==> src/sv/bfau_pkg.sv <==
`timescale 1ns / 1ps

package bfau_pkg;

  localparam int MAX_ANTENNAS    = 8;
  localparam int MAX_SUBCARRIERS = 512;
  localparam int ANGLE_FRAC_BITS = 12;

  // Largest subcarrier count that the 9-bit register and the report size allow.
  localparam int NSUB_MAX = (MAX_SUBCARRIERS < 511) ? MAX_SUBCARRIERS : 511;

  localparam int CFG_ADDR_W = 3;
  localparam int CFG_DATA_W = 9;

  typedef enum logic [CFG_ADDR_W-1:0] {
    REG_NUM_ROWS        = 3'd0,
    REG_NUM_COLS        = 3'd1,
    REG_PHI_BITS        = 3'd2,
    REG_PSI_BITS        = 3'd3,
    REG_NUM_SUBCARRIERS = 3'd4
  } cfg_reg_t;

  // Configuration after saturation into the usable ranges.
  typedef struct packed {
    logic [3:0] rows;
    logic [3:0] cols;
    logic [3:0] phi_w;
    logic [3:0] psi_w;
    logic [8:0] nsub;
  } cfg_eff_t;

  // Position of the next angle within the report.
  typedef struct packed {
    logic [8:0] subcarrier;
    logic [2:0] group_size;
    logic [2:0] pos;
    logic       reading_psi;
    logic [5:0] angle_count;
  } walk_t;

  // One angle taken off the bit buffer, with the state it leaves behind.
  typedef struct packed {
    logic        valid;
    logic [8:0]  code;
    logic        kind;
    logic [12:0] fixed;
    logic [15:0] buffer;
    logic [4:0]  held;
    walk_t       walk;
    logic        report_end;
    logic        more;
  } ext_t;

  function automatic logic [3:0] sat4(input logic [3:0] v, input logic [3:0] lo,
                                      input logic [3:0] hi);
    logic [3:0] r;
    r = v;
    if (v < lo) r = lo;
    if (v > hi) r = hi;
    return r;
  endfunction

endpackage

==> src/sv/bfau_extract.sv <==
`timescale 1ns / 1ps

module bfau_extract (
  input  bfau_pkg::cfg_eff_t cfg,
  input  logic [15:0]        bit_buffer,
  input  logic [4:0]         bits_held,
  input  bfau_pkg::walk_t    walk,
  output bfau_pkg::ext_t     ext
);
  import bfau_pkg::*;

  logic [3:0] width;
  logic [3:0] next_width;
  logic [4:0] shift;
  logic [3:0] lower;
  logic [8:0] mask;
  logic [8:0] code;
  logic [2:0] pos_inc;
  logic [8:0] sub_inc;
  logic [4:0] held_left;
  walk_t      w_next;
  logic       ends;

  always_comb begin
    width   = walk.reading_psi ? cfg.psi_w : cfg.phi_w;
    mask    = ~(9'h1FF << width);
    code    = bit_buffer[8:0] & mask;
    lower   = (cfg.rows > cfg.cols && (cfg.rows - cfg.cols) > 4'd1) ?
              (cfg.rows - cfg.cols) : 4'd1;
    pos_inc = walk.pos + 3'd1;
    sub_inc = walk.subcarrier + 9'd1;

    // Step the group, kind and subcarrier counters past this angle.
    w_next             = walk;
    ends               = 1'b0;
    w_next.angle_count = walk.angle_count + 6'd1;
    w_next.pos         = pos_inc;
    if (pos_inc >= walk.group_size) begin
      w_next.pos = 3'd0;
      if (!walk.reading_psi) begin
        w_next.reading_psi = 1'b1;
      end else begin
        w_next.reading_psi = 1'b0;
        if ({1'b0, walk.group_size} > lower && walk.group_size > 3'd1) begin
          w_next.group_size = walk.group_size - 3'd1;
        end else begin
          w_next.group_size  = 3'(cfg.rows - 4'd1);
          w_next.angle_count = 6'd0;
          w_next.subcarrier  = sub_inc;
          ends               = (sub_inc >= cfg.nsub);
        end
      end
    end

    next_width = w_next.reading_psi ? cfg.psi_w : cfg.phi_w;
    // Psi codes sit two octaves lower than phi codes of the same width.
    shift      = walk.reading_psi ? (5'(ANGLE_FRAC_BITS - 2) - {1'b0, width}) :
                                    (5'(ANGLE_FRAC_BITS) - {1'b0, width});
    held_left  = bits_held - {1'b0, width};

    ext.valid      = (bits_held >= {1'b0, width});
    ext.code       = code;
    ext.kind       = walk.reading_psi;
    ext.fixed      = {3'b000, code, 1'b1} << shift;
    ext.buffer     = bit_buffer >> width;
    ext.held       = held_left;
    ext.walk       = w_next;
    ext.report_end = ends;
    ext.more       = (held_left >= {1'b0, next_width});
  end

endmodule

==> src/sv/beamforming_angle_unpacker.sv <==
`timescale 1ns / 1ps
// Each angle of a byte passes through the bit buffer register, then the output register; a
// second angle from the same byte follows the first. Throughput: one byte per cycle when it
// yields zero or one angle and the output is not held; a byte that yields two holds off the
// next byte until its second goes out, as the single angle extractor gives one angle per
// cycle while the output is free. Reset (rst, synchronous): registers take their default values
// and the unpacker sits idle, ignoring bytes until one arrives with the first-byte flag set.
module beamforming_angle_unpacker (
  input  logic                             clk,
  input  logic                             rst,
  input  logic                             cfg_we,
  input  logic [bfau_pkg::CFG_ADDR_W-1:0]  cfg_addr,
  input  logic [bfau_pkg::CFG_DATA_W-1:0]  cfg_data,
  input  logic                             s_tvalid,
  output logic                             s_tready,
  input  logic [7:0]                       s_tdata,   // [7:0] feedback_byte
  input  logic                             s_tuser,   // [0] first_byte
  output logic                             m_tvalid,
  input  logic                             m_tready,
  // [8:0] angle_code, [21:9] angle_fixed, [30:22] subcarrier_index,
  // [36:31] angle_index, [39:37] zero
  output logic [39:0]                      m_tdata,
  output logic [1:0]                       m_tuser,   // [0] angle_kind, [1] report_end
  output logic                             m_tlast    // run_last
);
  import bfau_pkg::*;

  // Configuration registers, kept raw and saturated on use.
  logic [3:0] num_rows;
  logic [3:0] num_cols;
  logic [3:0] phi_bits;
  logic [2:0] psi_bits;
  logic [8:0] num_subcarriers;
  cfg_eff_t   cfg;

  // Unpacking state.
  logic [15:0] bit_buffer, bit_buffer_next;
  logic [4:0]  bits_held, bits_held_next;
  walk_t       walk, walk_next;
  logic        report_done, report_done_next;
  // busy is set while the most recent byte may still give angles; emitted
  // records that one angle of it has already gone out.
  logic        busy, busy_next;
  logic        emitted, emitted_next;

  ext_t ext;

  logic        slot_free;
  logic        emit;
  logic        run_last;
  logic        finish;
  logic        accept;

  logic [15:0] mid_buffer;
  logic [4:0]  mid_held;
  walk_t       mid_walk;
  logic        mid_done;
  logic [15:0] byte_shifted;

  always_comb begin
    cfg.rows  = sat4(num_rows, 4'd1, 4'(MAX_ANTENNAS));
    cfg.cols  = sat4(num_cols, 4'd1, 4'(MAX_ANTENNAS));
    cfg.phi_w = sat4(phi_bits, 4'd6, 4'd9);
    cfg.psi_w = sat4({1'b0, psi_bits}, 4'd4, 4'd7);
    cfg.nsub  = (num_subcarriers == 9'd0) ? 9'd1 :
                (num_subcarriers > 9'(NSUB_MAX)) ? 9'(NSUB_MAX) : num_subcarriers;
  end

  bfau_extract u_extract (
    .cfg        (cfg),
    .bit_buffer (bit_buffer),
    .bits_held  (bits_held),
    .walk       (walk),
    .ext        (ext)
  );

  // An angle goes out when the buffer holds enough bits and the output
  // register is empty or being emptied. It closes the byte's run when it is
  // the byte's second angle, ends the report, or leaves too few bits.
  assign slot_free = !m_tvalid || m_tready;
  assign emit      = busy && ext.valid && slot_free;
  assign run_last  = emitted || ext.report_end || !ext.more;
  assign finish    = busy && (!ext.valid || (emit && run_last));

  // The next byte can enter in the same cycle the current one finishes.
  assign s_tready  = !busy || finish;
  assign accept    = s_tvalid && s_tready;

  always_comb begin
    // State once this cycle's angle, if any, has been taken.
    mid_buffer = bit_buffer;
    mid_held   = bits_held;
    mid_walk   = walk;
    mid_done   = report_done;
    if (emit) begin
      mid_buffer = ext.buffer;
      mid_held   = ext.held;
      mid_walk   = ext.walk;
      if (ext.report_end) begin
        mid_done   = 1'b1;
        mid_buffer = 16'd0;
        mid_held   = 5'd0;
      end
    end

    // A flagged byte restarts the report before its bits are used.
    if (accept && s_tuser) begin
      mid_buffer             = 16'd0;
      mid_held               = 5'd0;
      mid_walk.subcarrier    = 9'd0;
      mid_walk.group_size    = 3'(cfg.rows - 4'd1);
      mid_walk.pos           = 3'd0;
      mid_walk.reading_psi   = 1'b0;
      mid_walk.angle_count   = 6'd0;
      mid_done               = (cfg.rows <= 4'd1);
    end

    // Bits that would land above the 16-bit buffer are dropped.
    byte_shifted     = {8'd0, s_tdata} << mid_held;
    bit_buffer_next  = mid_buffer;
    bits_held_next   = mid_held;
    walk_next        = mid_walk;
    report_done_next = mid_done;
    busy_next        = finish ? 1'b0 : busy;
    emitted_next     = emit ? 1'b1 : emitted;

    if (accept) begin
      emitted_next = 1'b0;
      busy_next    = 1'b0;
      // Bytes of an idle or finished report are dropped.
      if (!mid_done) begin
        bit_buffer_next = mid_buffer | byte_shifted;
        bits_held_next  = mid_held + 5'd8;
        busy_next       = 1'b1;
      end
    end
  end

  always_ff @(posedge clk) begin
    if (rst) begin
      num_rows        <= 4'd4;
      num_cols        <= 4'd2;
      phi_bits        <= 4'd6;
      psi_bits        <= 3'd4;
      num_subcarriers <= 9'd234;
    end else if (cfg_we) begin
      case (cfg_addr)
        REG_NUM_ROWS:        num_rows        <= cfg_data[3:0];
        REG_NUM_COLS:        num_cols        <= cfg_data[3:0];
        REG_PHI_BITS:        phi_bits        <= cfg_data[3:0];
        REG_PSI_BITS:        psi_bits        <= cfg_data[2:0];
        REG_NUM_SUBCARRIERS: num_subcarriers <= cfg_data[8:0];
        default: ;
      endcase
    end
  end

  always_ff @(posedge clk) begin
    if (rst) begin
      bit_buffer           <= 16'd0;
      bits_held            <= 5'd0;
      walk.subcarrier      <= 9'd0;
      walk.group_size      <= 3'd3;
      walk.pos             <= 3'd0;
      walk.reading_psi     <= 1'b0;
      walk.angle_count     <= 6'd0;
      report_done          <= 1'b1;
      busy                 <= 1'b0;
      emitted              <= 1'b0;
      m_tvalid             <= 1'b0;
    end else begin
      bit_buffer  <= bit_buffer_next;
      bits_held   <= bits_held_next;
      walk        <= walk_next;
      report_done <= report_done_next;
      busy        <= busy_next;
      emitted     <= emitted_next;
      if (emit) begin
        m_tvalid <= 1'b1;
      end else if (m_tready) begin
        m_tvalid <= 1'b0;
      end
    end
  end

  // Output payload; loaded only when a new angle goes out.
  always_ff @(posedge clk) begin
    if (emit) begin
      m_tdata <= {3'b000, walk.angle_count, walk.subcarrier, ext.fixed, ext.code};
      m_tuser <= {ext.report_end, ext.kind};
      m_tlast <= run_last;
    end
  end

endmodule
==> config.mk <==
export PLATFORM = sky130hd
export DESIGN_NAME = beamforming_angle_unpacker
export DESIGN_NICKNAME = d
export VERILOG_FILES = /design/src/sv/bfau_pkg.sv /design/src/sv/bfau_extract.sv /design/src/sv/beamforming_angle_unpacker.sv
export SDC_FILE = /design/constraint.sdc
export NUM_CORES = 1
export LEC_CHECK = 0
export BUFFER_PORTS_ARGS = -buffer_cell sky130_fd_sc_hd__buf_4
export CORE_ASPECT_RATIO = 1.2
export CORE_MARGIN = 2
export CORE_UTILIZATION = 59
export DETAILED_ROUTE_END_ITERATION = 7
export PLACE_DENSITY_LB_ADDON = 0.12
export SLEW_MARGIN = 10
export SYNTH_ARGS = -nofsm -noshare
export SYNTH_HDL_FRONTEND = slang
export SYNTH_SLANG_ARGS = --single-unit
==> constraint.sdc <==
create_clock -name clk -period 5.05 [get_ports clk]
set_clock_uncertainty 0.2 [all_clocks]
set_input_delay 0.2525 -clock clk [delete_from_list [all_inputs] [get_ports clk]]
set_output_delay 0.2525 -clock clk [all_outputs]
set_load 0.05 [all_outputs]
Yosys cells after proc, flatten, opt, wreduce, memory -nomap -nowiden

Index checks and enable logic that the tools add are counted.

$add $sub $neg: 10
Magnitude comparators: 17
Equality and inequality tests: 4
Shift operators: 4
Muxes and demuxes: 42
Bitwise logic cells: 4
Reduce and logical (&&, ||, !) cells: 33

Operators with widths:

| cell                                                              | count |
|---|---|
| 16-bit two-way mux                                                | 5 |
| 13-bit two-way mux                                                | 3 |
| 4-bit two-way mux                                                 | 9 |
| 5-bit two-way mux                                                 | 6 |
| 9-bit two-way mux                                                 | 2 |
| 16-bit bitwise OR                                                 | 1 |
| 8-bit by 5-bit << shifter with 16-bit output                      | 1 |
| 16-bit by 4-bit >> shifter with 16-bit output                     | 1 |
| 10-bit by 5-bit << shifter with 13-bit output                     | 1 |
| 4-bit greater-than comparator, second input constant              | 3 |
| 1-bit two-way mux                                                 | 12 |
| 6-bit two-way mux                                                 | 2 |
| 5-bit by 4-bit greater-or-equal comparator with 1-bit output      | 2 |
| 2-bit AND reduction                                               | 5 |
| 2-bit nonzero test                                                | 5 |
| 4-bit by 4-bit subtractor with 5-bit output, first input constant | 2 |
| 9-bit by 1-bit adder with 9-bit output, second input constant     | 1 |
| 9-bit bitwise AND                                                 | 1 |
| 9-bit greater-or-equal comparator                                 | 1 |
| 9-bit greater-than comparator, second input constant              | 1 |
| 9-bit logical NOT                                                 | 1 |
| 3-bit two-way mux                                                 | 3 |
| 9-bit inverter                                                    | 1 |
| 9-bit by 4-bit << shifter with 9-bit output, first input constant | 1 |
| 26 further kinds                                                  | 44 |

Register bits: 111

Logic depth before layout (Yosys ltp)

Gate-level depths: netlist (run 1).

Depth in word-level cells: 27
Mapped depth: 23
Depth with buffers taken out: 21

Cells and area by module

From an unflattened synthesis (run 1), not the netlist that was laid out.

Cell total of the unflattened synthesis: 907
Area total of the unflattened synthesis: 7,691.1 sq um

Modules (own cells, without submodules):

| module                     | instances | cells each | area each (sq um) | seq. area each (sq um) |
|---|---|---|---|---|
| beamforming_angle_unpacker | 1         | 503        | 4,804.6           | 2,622.5 |
| bfau_extract               | 1         | 404        | 2,886.5           | 0.0 |

Worst setup path after synthesis (run 1)

OpenSTA, ideal clock, no wires.

Path kind: register -> register
Start point: register num_rows[1]
End point: register bit_buffer[14]
Setup time: 0.082 ns
Data arrival time: 4.174 ns
Required time: 4.768 ns
Path slack: 0.594 ns
Stages on the path, launching flop included: 22
Buffers on the path: 0
Cell sequence: dfxtp_1 > nor2_1 > nor2_1 > or2_2 > ha_1 > inv_1 > fa_1 > a21oi_1 > o21bai_2 > and2_1 > nand2_1 > ha_1 > nor2b_1 > o21ai_1 > a221oi_4 > a211oi_4 > o22a_2 > nand2_1 > a21o_1 > or3_4 > or3_1 > o221ai_1

RTL lines:

| element                  | RTL line                          | source |
|---|---|---|
| start: declaration       | beamforming_angle_unpacker.sv:29  | `logic [3:0] num_rows;` |
| start signal: assignment | beamforming_angle_unpacker.sv:148 | `REG_NUM_ROWS: num_rows <= cfg_data[3:0];` |
| end signal: assignment   | beamforming_angle_unpacker.sv:172 | `bit_buffer <= bit_buffer_next;` |
| end: declaration         | beamforming_angle_unpacker.sv:37  | `logic [15:0] bit_buffer, bit_buffer_next;` |

Worst setup path in the final report (run 1)

Start point: register num_rows[1]
End point: register bit_buffer[6]

Longest elaborated chain between the ends: 25
Elaborated cells on any way between the ends: 36
Those cells by class: 1 x add/sub; 6 x order compare; 1 x shift; 17 x mux; 1 x bitwise; 10 x reduce/logical

Ends and longest elaborated chain:

| element                                                  | RTL line                               | source |
|---|---|---|
| 4-bit by 1-bit < comparator with 1-bit output            | bfau_pkg.sv:58                         | `if (v < lo) r = lo;` |
| 4-bit two-way mux                                        | bfau_pkg.sv:58                         |  |
| 4-bit two-way mux (*)                                    | bfau_pkg.sv:59                         | `if (v > hi) r = hi;` |
| 4-bit subtractor                                         | bfau_extract.sv:28, bfau_extract.sv:29 |  |
| 4-bit by 1-bit greater-than comparator with 1-bit output | bfau_extract.sv:28                     | `lower = (cfg.rows > cfg.cols && (cfg.rows - cfg.cols) > 4'd1) ?` |
| 1-bit logical AND                                        | bfau_extract.sv:28                     |  |
| 4-bit two-way mux                                        | bfau_extract.sv:28                     |  |
| 3-bit by 4-bit greater-than comparator with 1-bit output | bfau_extract.sv:44                     | `if ({1'b0, walk.group_size} > lower && walk.group_size > 3'd1) begin` |
| [9 not listed]                                           | -                                      |  |
| 1-bit logical OR                                         | beamforming_angle_unpacker.sv:86       | `assign s_tready = !busy \|\| finish;` |
| 1-bit logical AND                                        | beamforming_angle_unpacker.sv:87       | `assign accept = s_tvalid && s_tready;` |
| 1-bit logical AND                                        | beamforming_angle_unpacker.sv:107      | `if (accept && s_tuser) begin` |
| 5-bit two-way mux                                        | beamforming_angle_unpacker.sv:107      |  |
| 8-bit by 5-bit << shifter with 16-bit output             | beamforming_angle_unpacker.sv:119      | `byte_shifted = {8'd0, s_tdata} << mid_held;` |
| 16-bit bitwise OR                                        | beamforming_angle_unpacker.sv:132      | `bit_buffer_next = mid_buffer \| byte_shifted;` |
| 16-bit two-way mux                                       | beamforming_angle_unpacker.sv:131      | `if (!mid_done) begin` |
| 16-bit two-way mux (*)                                   | beamforming_angle_unpacker.sv:127      | `if (accept) begin` |

Every way passes the cells marked *; elsewhere a longest branch is shown, timed or not.
A chain may end at the register's enable or synchronous reset.

==> results of run 1 <==
==> sequential cells by signal, summed over array words and instances (netlist names) <==
name	flops
m_tuser	2
m_tvalid	1
num_rows	4
walk	22
m_tdata	37
report_done	1
emitted	1
psi_bits	3
bits_held	5
num_subcarriers	9
phi_bits	4
num_cols	4
m_tlast	1
busy	1
bit_buffer	16
==> final cells by class <==
cell class / instances / share of cell area, %
Tap cell: 132 / 2.142
Clock inverter: 6 / 0.5517
Timing Repair Buffer: 105 / 10.87
Inverter: 33 / 1.606
Multi-Input combinational cell: 556 / 47.85
Sequential cell: 111 / 34.01
Clock buffer: 10 / 2.969
==> cell usage in the layout, fill, tap and decap left out, types with 8 or more instances in the layout <==
cell type / Yosys / routed
nor2_1: 66 / 66
nand3_1: 26 / 26
o21ai_0: 45 / 45
buf_4: 3 / 93
and2_1: 8 / 8
a21oi_1: 49 / 49
or3_1: 9 / 9
nand2_1: 93 / 93
mux2i_1: 38 / 38
xor2_1: 12 / 12
dfxtp_1: 71 / 71
edfxtp_1: 40 / 40
xnor2_1: 9 / 9
nor3_1: 12 / 12
clkbuf_16: 0 / 9
dlygate4sd3_1: 0 / 10
ha_1: 35 / 35
inv_1: 30 / 30
mux2_2: 8 / 8
o211ai_1: 10 / 10
nor2b_1: 11 / 11
==> power breakdown <==
| group | switching [mW] | internal, mW | total, mW |
|---|---|---|---|
| clock network | 0.335 | 0.337 | 0.672 |
| logic | 0.169 | 0.117 | 0.286 |
| registers | 0.0137 | 0.937 | 0.951 |
| total | 0.517 | 1.39 | 1.91 |
==> cells by family after synthesis <==
kind of cell / synth area share, %
xor+xnor: 2.801
compound gates: 18.85
flops: 39.94
buf+inv: 4.383
simple gates: 19.19
other cells: 0.05711
fa+ha+maj: 7.279
mux: 7.508
==> cells in the mapped netlist, drive strengths merged, types with 3 or more instances <==
library cell	instances	area [sq um]
and2	9	56.31
o22ai	7	43.79
dfxtp	71	1421
edfxtp	40	1201
o211ai	11	87.58
or2	6	37.54
and3	4	25.02
a21o	5	37.54
nand4b	3	41.29
a32oi	6	52.55
xnor2	9	78.83
nand4	5	31.28
nand2b	5	31.28
o21a	4	30.03
buf	13	66.31
or3	10	67.56
o22a	3	27.53
a22oi	8	65.06
nor2	69	271.5
mux2i	38	380.4
o31ai	6	45.04
clkbuf	26	97.59
xor2	12	105.1
nand3	26	130.1
ha	35	437.9
inv	31	116.4
nor3	12	60.06
mux2	8	90.09
a21oi	49	245.2
o21ai	49	249.0
o31a	5	43.79
nor3b	4	35.03
a211oi	3	35.03
nor2b	11	68.82
nand2	94	355.3
==> how the worst max path moves through the flow <==
stage	from	to	slack (ns)	depth (start not counted)
2_1_floorplan	num_rows[1]	bit_buffer[14]	0.59	21
3_3_place_gp	num_rows[1]	bit_buffer[1]	0.42	21
3_5_place_dp	num_rows[1]	bit_buffer[15]	0.20	21
4_1_cts	num_rows[1]	bit_buffer[6]	0.16	21
5_1_grt	num_rows[1]	bit_buffer[6]	0.001	21
6_report	num_rows[1]	bit_buffer[6]	0.29	21
==> timing repair <==
action | in CTS | in global routing
hold buffers | 10 | 0
gates resized for setup | 0 | 5
setup buffers | 0 | 2
endpoints found under the setup margin | 0 | 16
hold endpoints to repair | 21 | 0
==> worst register-to-register path, cell delays in order (launching register included) <==
cell and delay, ns:
dfxtp_1 0.33, nor2_1 0.11, nor2_1 0.04, or2_2 0.32, ha_1 0.23, inv_1 0.07
fa_1 0.19, a21oi_1 0.10, o21bai_2 0.19, and2_1 0.19, nand2_1 0.06, ha_1 0.28
nor2b_1 0.13, o21ai_1 0.20, a221oi_4 0.13, a2111oi_2 0.57, nor2_4 0.15, mux2_2 0.31
o22a_1 0.19, o22ai_1 0.28, o21ai_0 0.15, a32o_1 0.22
==> routing by layer <==
metal  share of wire [%]  track usage (%)  routed length [microns]  vias up
met5                   0                0                        0        -
met3                 6.6            4.193                     1092       32
met4                 2.1            9.675                      346        0
met2                  50            48.41                     8232      233
li1                    -                -                        -     2814
met1                  42            36.74                     6887     2759
==> impl_metrics.env, run 1 <==
export IMPL_grt_pass1_wl_mm=27.22
export IMPL_max_stage_delay_ns=0.57
export IMPL_clk_pin_slew_ns=0.07
export IMPL_antennaDiodeCount=0
export IMPL_max_slew_margin_pct=29.05
export IMPL_grt_max_degree=47
export IMPL_start_kind="flip-flop"
export IMPL_reg2reg_from="num_rows[1]"
export IMPL_grt_usage_pct=28.41
export IMPL_area_growth_pct=17.44
export IMPL_dpl_cell_count=925
export IMPL_worst_slew_pin_slew_ns=1.050
export IMPL_whs_path_depth=2
export IMPL_max_clock_path_buffers=2
export IMPL_hold_class="in -> reg"
export IMPL_numCtsBuffers=9
export IMPL_ys_warn_count=0
export IMPL_finalCriticalPeriod_ns=4.765
export IMPL_die_w_microns=100.3
export IMPL_fmax_mhz=209.9
export IMPL_cts_sinks=111
export IMPL_whs_ns=0.1124
export IMPL_instances_no_fill=953
export IMPL_gr_total_overflow=0
export IMPL_ys_seq_elements=111
export IMPL_multi_input_area_sq_um=3690
export IMPL_drt_wl_total_mm=16.56
export IMPL_core_area_sq_um=10930
export IMPL_min_from="rst"
export IMPL_cts_tree="done"
export IMPL_crit_family="compound AO/OA/AOI/OAI gates"
export IMPL_wl_per_cell_microns=17.37
export IMPL_rsz0062_at_grt="false"
export IMPL_avgViaCountPerCell=6.126
export IMPL_fin_ws_ns=0.2852
export IMPL_reg2reg_depth=21
export IMPL_drtAntennaViolNets=0
export IMPL_place_gp_congestion=0.9652
export IMPL_final_layout_size_suffix_gt1_share_pct=17.17
export IMPL_status="complete, no violations"
export IMPL_finalHoldViolCount=0
export IMPL_hold_path_end="bit_buffer[1]"
export IMPL_path_cells="nor2_1, nor2_1, or2_2, ha_1, inv_1, fa_1, a21oi_1, o21bai_2, and2_1, nand2_1, ha_1, nor2b_1, o21ai_1, a221oi_4, a2111oi_2, nor2_4, mux2_2, o22a_1, o22ai_1, o21ai_0, a32o_1"
export IMPL_die_area_sq_um=11990
export IMPL_vias=5838
export IMPL_synth_edf_count=40
export IMPL_setup_viol=0
export IMPL_start_util_pct=60.07
export IMPL_cp_end_kind="flip-flop"
export IMPL_dp_slack_ns=0.2021
export IMPL_netlist_area_sq_um=6566
export IMPL_final_setup_tns_ns=0
export IMPL_rows=42
export IMPL_dr_first_iter_drc_count=573
export IMPL_crit_required_ns=5.10
export IMPL_irDropWorstVdd_mv=0.1861
export IMPL_clkLatencyLatePin_ns=0.35
export IMPL_final_cell_area_sq_um=7711
export IMPL_io_buffers=67
export IMPL_synth_cells=737
export IMPL_synthFlopType="dfxtp_1"
export IMPL_fin_crit_sh_pct=94.35
export IMPL_grt_pass1_vias=5527
export IMPL_dpl_cell_area_sq_um=7286
export IMPL_async_reset_ff_share_pct=0
export IMPL_cts_root_buf="clkbuf_16"
export IMPL_place_detailed_hpwl_mm=12.43
export IMPL_drc=0
export IMPL_cp_num_buf_inv=1
export IMPL_power_mw=1.908
export IMPL_yosysSeqAreaShare_pct=39.94
export IMPL_final_util_pct=70.55
export IMPL_htreeDepth=3
export IMPL_power_leakage_nw=3.214
export IMPL_crit_slowest_cell="a2111oi_2"
export IMPL_power_density_nw_per_um2=247.5
export IMPL_critical_path_class="reg -> reg"
export IMPL_io_pins=71
export IMPL_avgSynthCellArea_sq_um=8.909
export IMPL_ff_latch_area_sq_um=2623
export IMPL_rr_endpoint="bit_buffer[6]"
export IMPL_antenna_found_initial=0
export IMPL_final_nets=879
export IMPL_worst_ep_arrival_time_ns=4.81
export IMPL_reg2reg_slack_ns=0.29
export IMPL_fillers=888
export IMPL_firstDrtPassIters=6
export IMPL_cap_violations=0
export IMPL_die_y_microns=119.6
export IMPL_ys_types=81
export IMPL_cp_max_fo=10
export IMPL_drv_slew=0
(Power assumes the default switching activity.)
==> run 2: changes to the inputs <==
Settings changed: ABC_AREA from default to 1.
==> run 2 against run 1 <==
  * Worst setup slack gained 0.23 ns
  * Combinational power rose by 12%
  * Clock-buffer cell count fell by 1
  * Sequential share of layout area rose by 0.67 points
  * Power up 5.5%
  * Core utilization shrank 1.4 points
  * Final area is 1.9% lower
  * Area after synthesis is essentially flat
  * Largest cell class unchanged
  * Highest routed layer unchanged
==> impl_metrics.env, run 2 <==
export IMPL_cts_sinks=111
export IMPL_crit_top_cell="nand2_1"
export IMPL_cp_max_fo=12
export IMPL_drtAntennaViolNets=0
export IMPL_final_common_cell="nand2_1"
export IMPL_drc=0
export IMPL_min_from="rst"
export IMPL_post_synth_top_count_cell="nand2_1"
export IMPL_cp_num_buf_inv=4
export IMPL_synth_top_cell_area_share_pct=21.66
export IMPL_finalCriticalPeriod_ns=4.535
export IMPL_synth_edf_count=40
export IMPL_antenna_found_initial=0
export IMPL_instances_no_fill=1077
export IMPL_grt_pass1_vias=5885
export IMPL_grt_usage_pct=27.79
export IMPL_start_kind="flip-flop"
export IMPL_async_reset_ff_share_pct=0
export IMPL_start_util_pct=60.03
export IMPL_crit_slowest_cell="fa_1"
export IMPL_die_w_microns=100.3
export IMPL_cts_tree="done"
export IMPL_hold_class="in -> reg"
export IMPL_netlist_area_sq_um=6561
export IMPL_final_nets=1003
export IMPL_largest_register_ffs=37
export IMPL_cts_setup_buffers=0
export IMPL_ys_seq_elements=111
export IMPL_reg2reg_from="num_rows[2]"
export IMPL_antennaDiodeCount=0
export IMPL_numCtsBuffers=9
export IMPL_crit_required_ns=5.15
export IMPL_setup_viol=0
export IMPL_cap_violations=0
export IMPL_rsz0062_at_grt="false"
export IMPL_clk_pin_slew_ns=0.08
export IMPL_finalHoldViolCount=0
export IMPL_grt_pass1_wl_mm=26.77
export IMPL_final_cell_mix="nand2_1 (203), inv_1 (101), buf_4 (75)"
export IMPL_avgViaCountPerCell=5.643
export IMPL_dr_first_iter_drc_count=353
export IMPL_top_register="m_tdata"
export IMPL_ys_warn_count=0
export IMPL_drv_slew=0
export IMPL_wl_per_cell_microns=14.98
export IMPL_area_growth_pct=15.26
export IMPL_worst_slew_pin_slew_ns=0.9059
export IMPL_ys_types=51
export IMPL_max_stage_delay_ns=0.39
export IMPL_crit_family="simple AND/OR/NAND/NOR gates"
export IMPL_synthFlopType="dfxtp_1"
export IMPL_status="complete, no violations"
export IMPL_core_area_sq_um=10930
export IMPL_gr_total_overflow=0
export IMPL_cts_root_buf="clkbuf_16"
export IMPL_yosys_top_cells_count="nand2_1 (203), inv_1 (101), nor2_1 (74), dfxtp_1 (71), nand3_1 (69)"
export IMPL_irDropWorstVdd_mv=0.2434
export IMPL_yosys_area_top_type="dfxtp_1"
export IMPL_fin_crit_sh_pct=89.79
export IMPL_vias=6077
export IMPL_place_gp_congestion=0.9754
export IMPL_drt_wl_total_mm=16.13
export IMPL_reg2reg_slack_ns=0.52
export IMPL_cp_end_kind="flip-flop"
export IMPL_yosysSeqAreaShare_pct=39.97
export IMPL_power_leakage_nw=3.348
export IMPL_avgSynthCellArea_sq_um=7.524
export IMPL_die_area_sq_um=11980
export IMPL_io_pins=71
export IMPL_final_setup_tns_ns=0
export IMPL_firstDrtPassIters=5
export IMPL_dpl_cell_count=1051
export IMPL_synth_cells=872
export IMPL_place_detailed_hpwl_mm=12.42
export IMPL_die_y_microns=119.5
export IMPL_ys_top_cells_by_area="dfxtp_1 (22%), edfxtp_1 (18%), nand2_1 (12%)"
export IMPL_critical_path_class="reg -> reg"
export IMPL_worst_ep_arrival_time_ns=4.63
export IMPL_fmax_mhz=220.5
export IMPL_grt_max_degree=36
export IMPL_reg_top3="m_tdata (37), walk (22), bit_buffer (16)"
export IMPL_crit_start="num_rows[2]"
export IMPL_io_buffers=67
export IMPL_htreeDepth=3
export IMPL_clkLatencyLatePin_ns=0.36
export IMPL_final_layout_size_suffix_gt1_share_pct=13.33
export IMPL_max_slew_margin_pct=39.23
export IMPL_power_density_nw_per_um2=266.2
export IMPL_power_mw=2.013
export IMPL_rows=42
export IMPL_max_clock_path_buffers=2
## run 2: final timing paths
check | endpoint | depth (start not counted)
setup / recovery | bit_buffer[8] | 29
hold / removal | bit_buffer[12] | 2
setup reg to reg | bit_buffer[8] | 29
hold reg to reg | m_tdata[36] | 0
## run 2: metrics by stage
step	hold slack [ns]	worst slack, ns	instance area, sq um	utilization, %
3_3_place_gp	0.2438	0.4564	7139	65.32
4_1_cts	0.01224	0.2483	7548	69.06
6_report	0.02496	0.5154	7562	69.19
2_1_floorplan	0.1788	0.8533	6569	-
5_1_grt	0.03567	0.1075	7562	69.19
3_5_place_dp	0.2442	0.2745	7139	65.32
## run 2: repair_timing
action,in CTS,in global routing
endpoints found under the hold margin,16,0
setup endpoints to repair,0,21
resized for setup,0,2
hold buffers,9,0
## run 2: per-layer routing
layer / wire [microns] / track usage (%)
met5: 0 / 0
met4: 527 / 12.16
met3: 659 / 4.718
met2: 8405 / 49.24
met1: 6538 / 32.65
## run 2: layout make-up
cell class                 instances  area (sq um)
timing repair buffer              84         653.1
sequential                       111          2623
multi-input combinational        620          3372
clock inverter                     7         93.84
clock buffer                       9         225.2
tap                              132         165.2
inverter                         114         430.4
fill                             898          3368
## run 2: cells by family (layout without fill, tap and decap cells)
family                     count (synthesis)  after routing  synth area share (%)
DFF                                      111            111                 39.97
AOI/OAI and AO/OA                        161            161                 13.65
buffers and inverters                    144            214                 8.963
other                                      1              3               0.05715
muxes                                      5              5                0.7628
adders and majority gates                 37             37                 7.285
and+or+nand+nor                          399            400                 27.44
xor gates and xnor gates                  14             14                 1.869
## run 2: power breakdown
| part | internal, mW | total, mW | switching, mW |
|---|---|---|---|
| Combinational | 0.111 | 0.321 | 0.210 |
| Clock | 0.362 | 0.736 | 0.375 |
| Sequential | 0.944 | 0.956 | 0.0124 |
| Total | 1.42 | 2.01 | 0.597 |
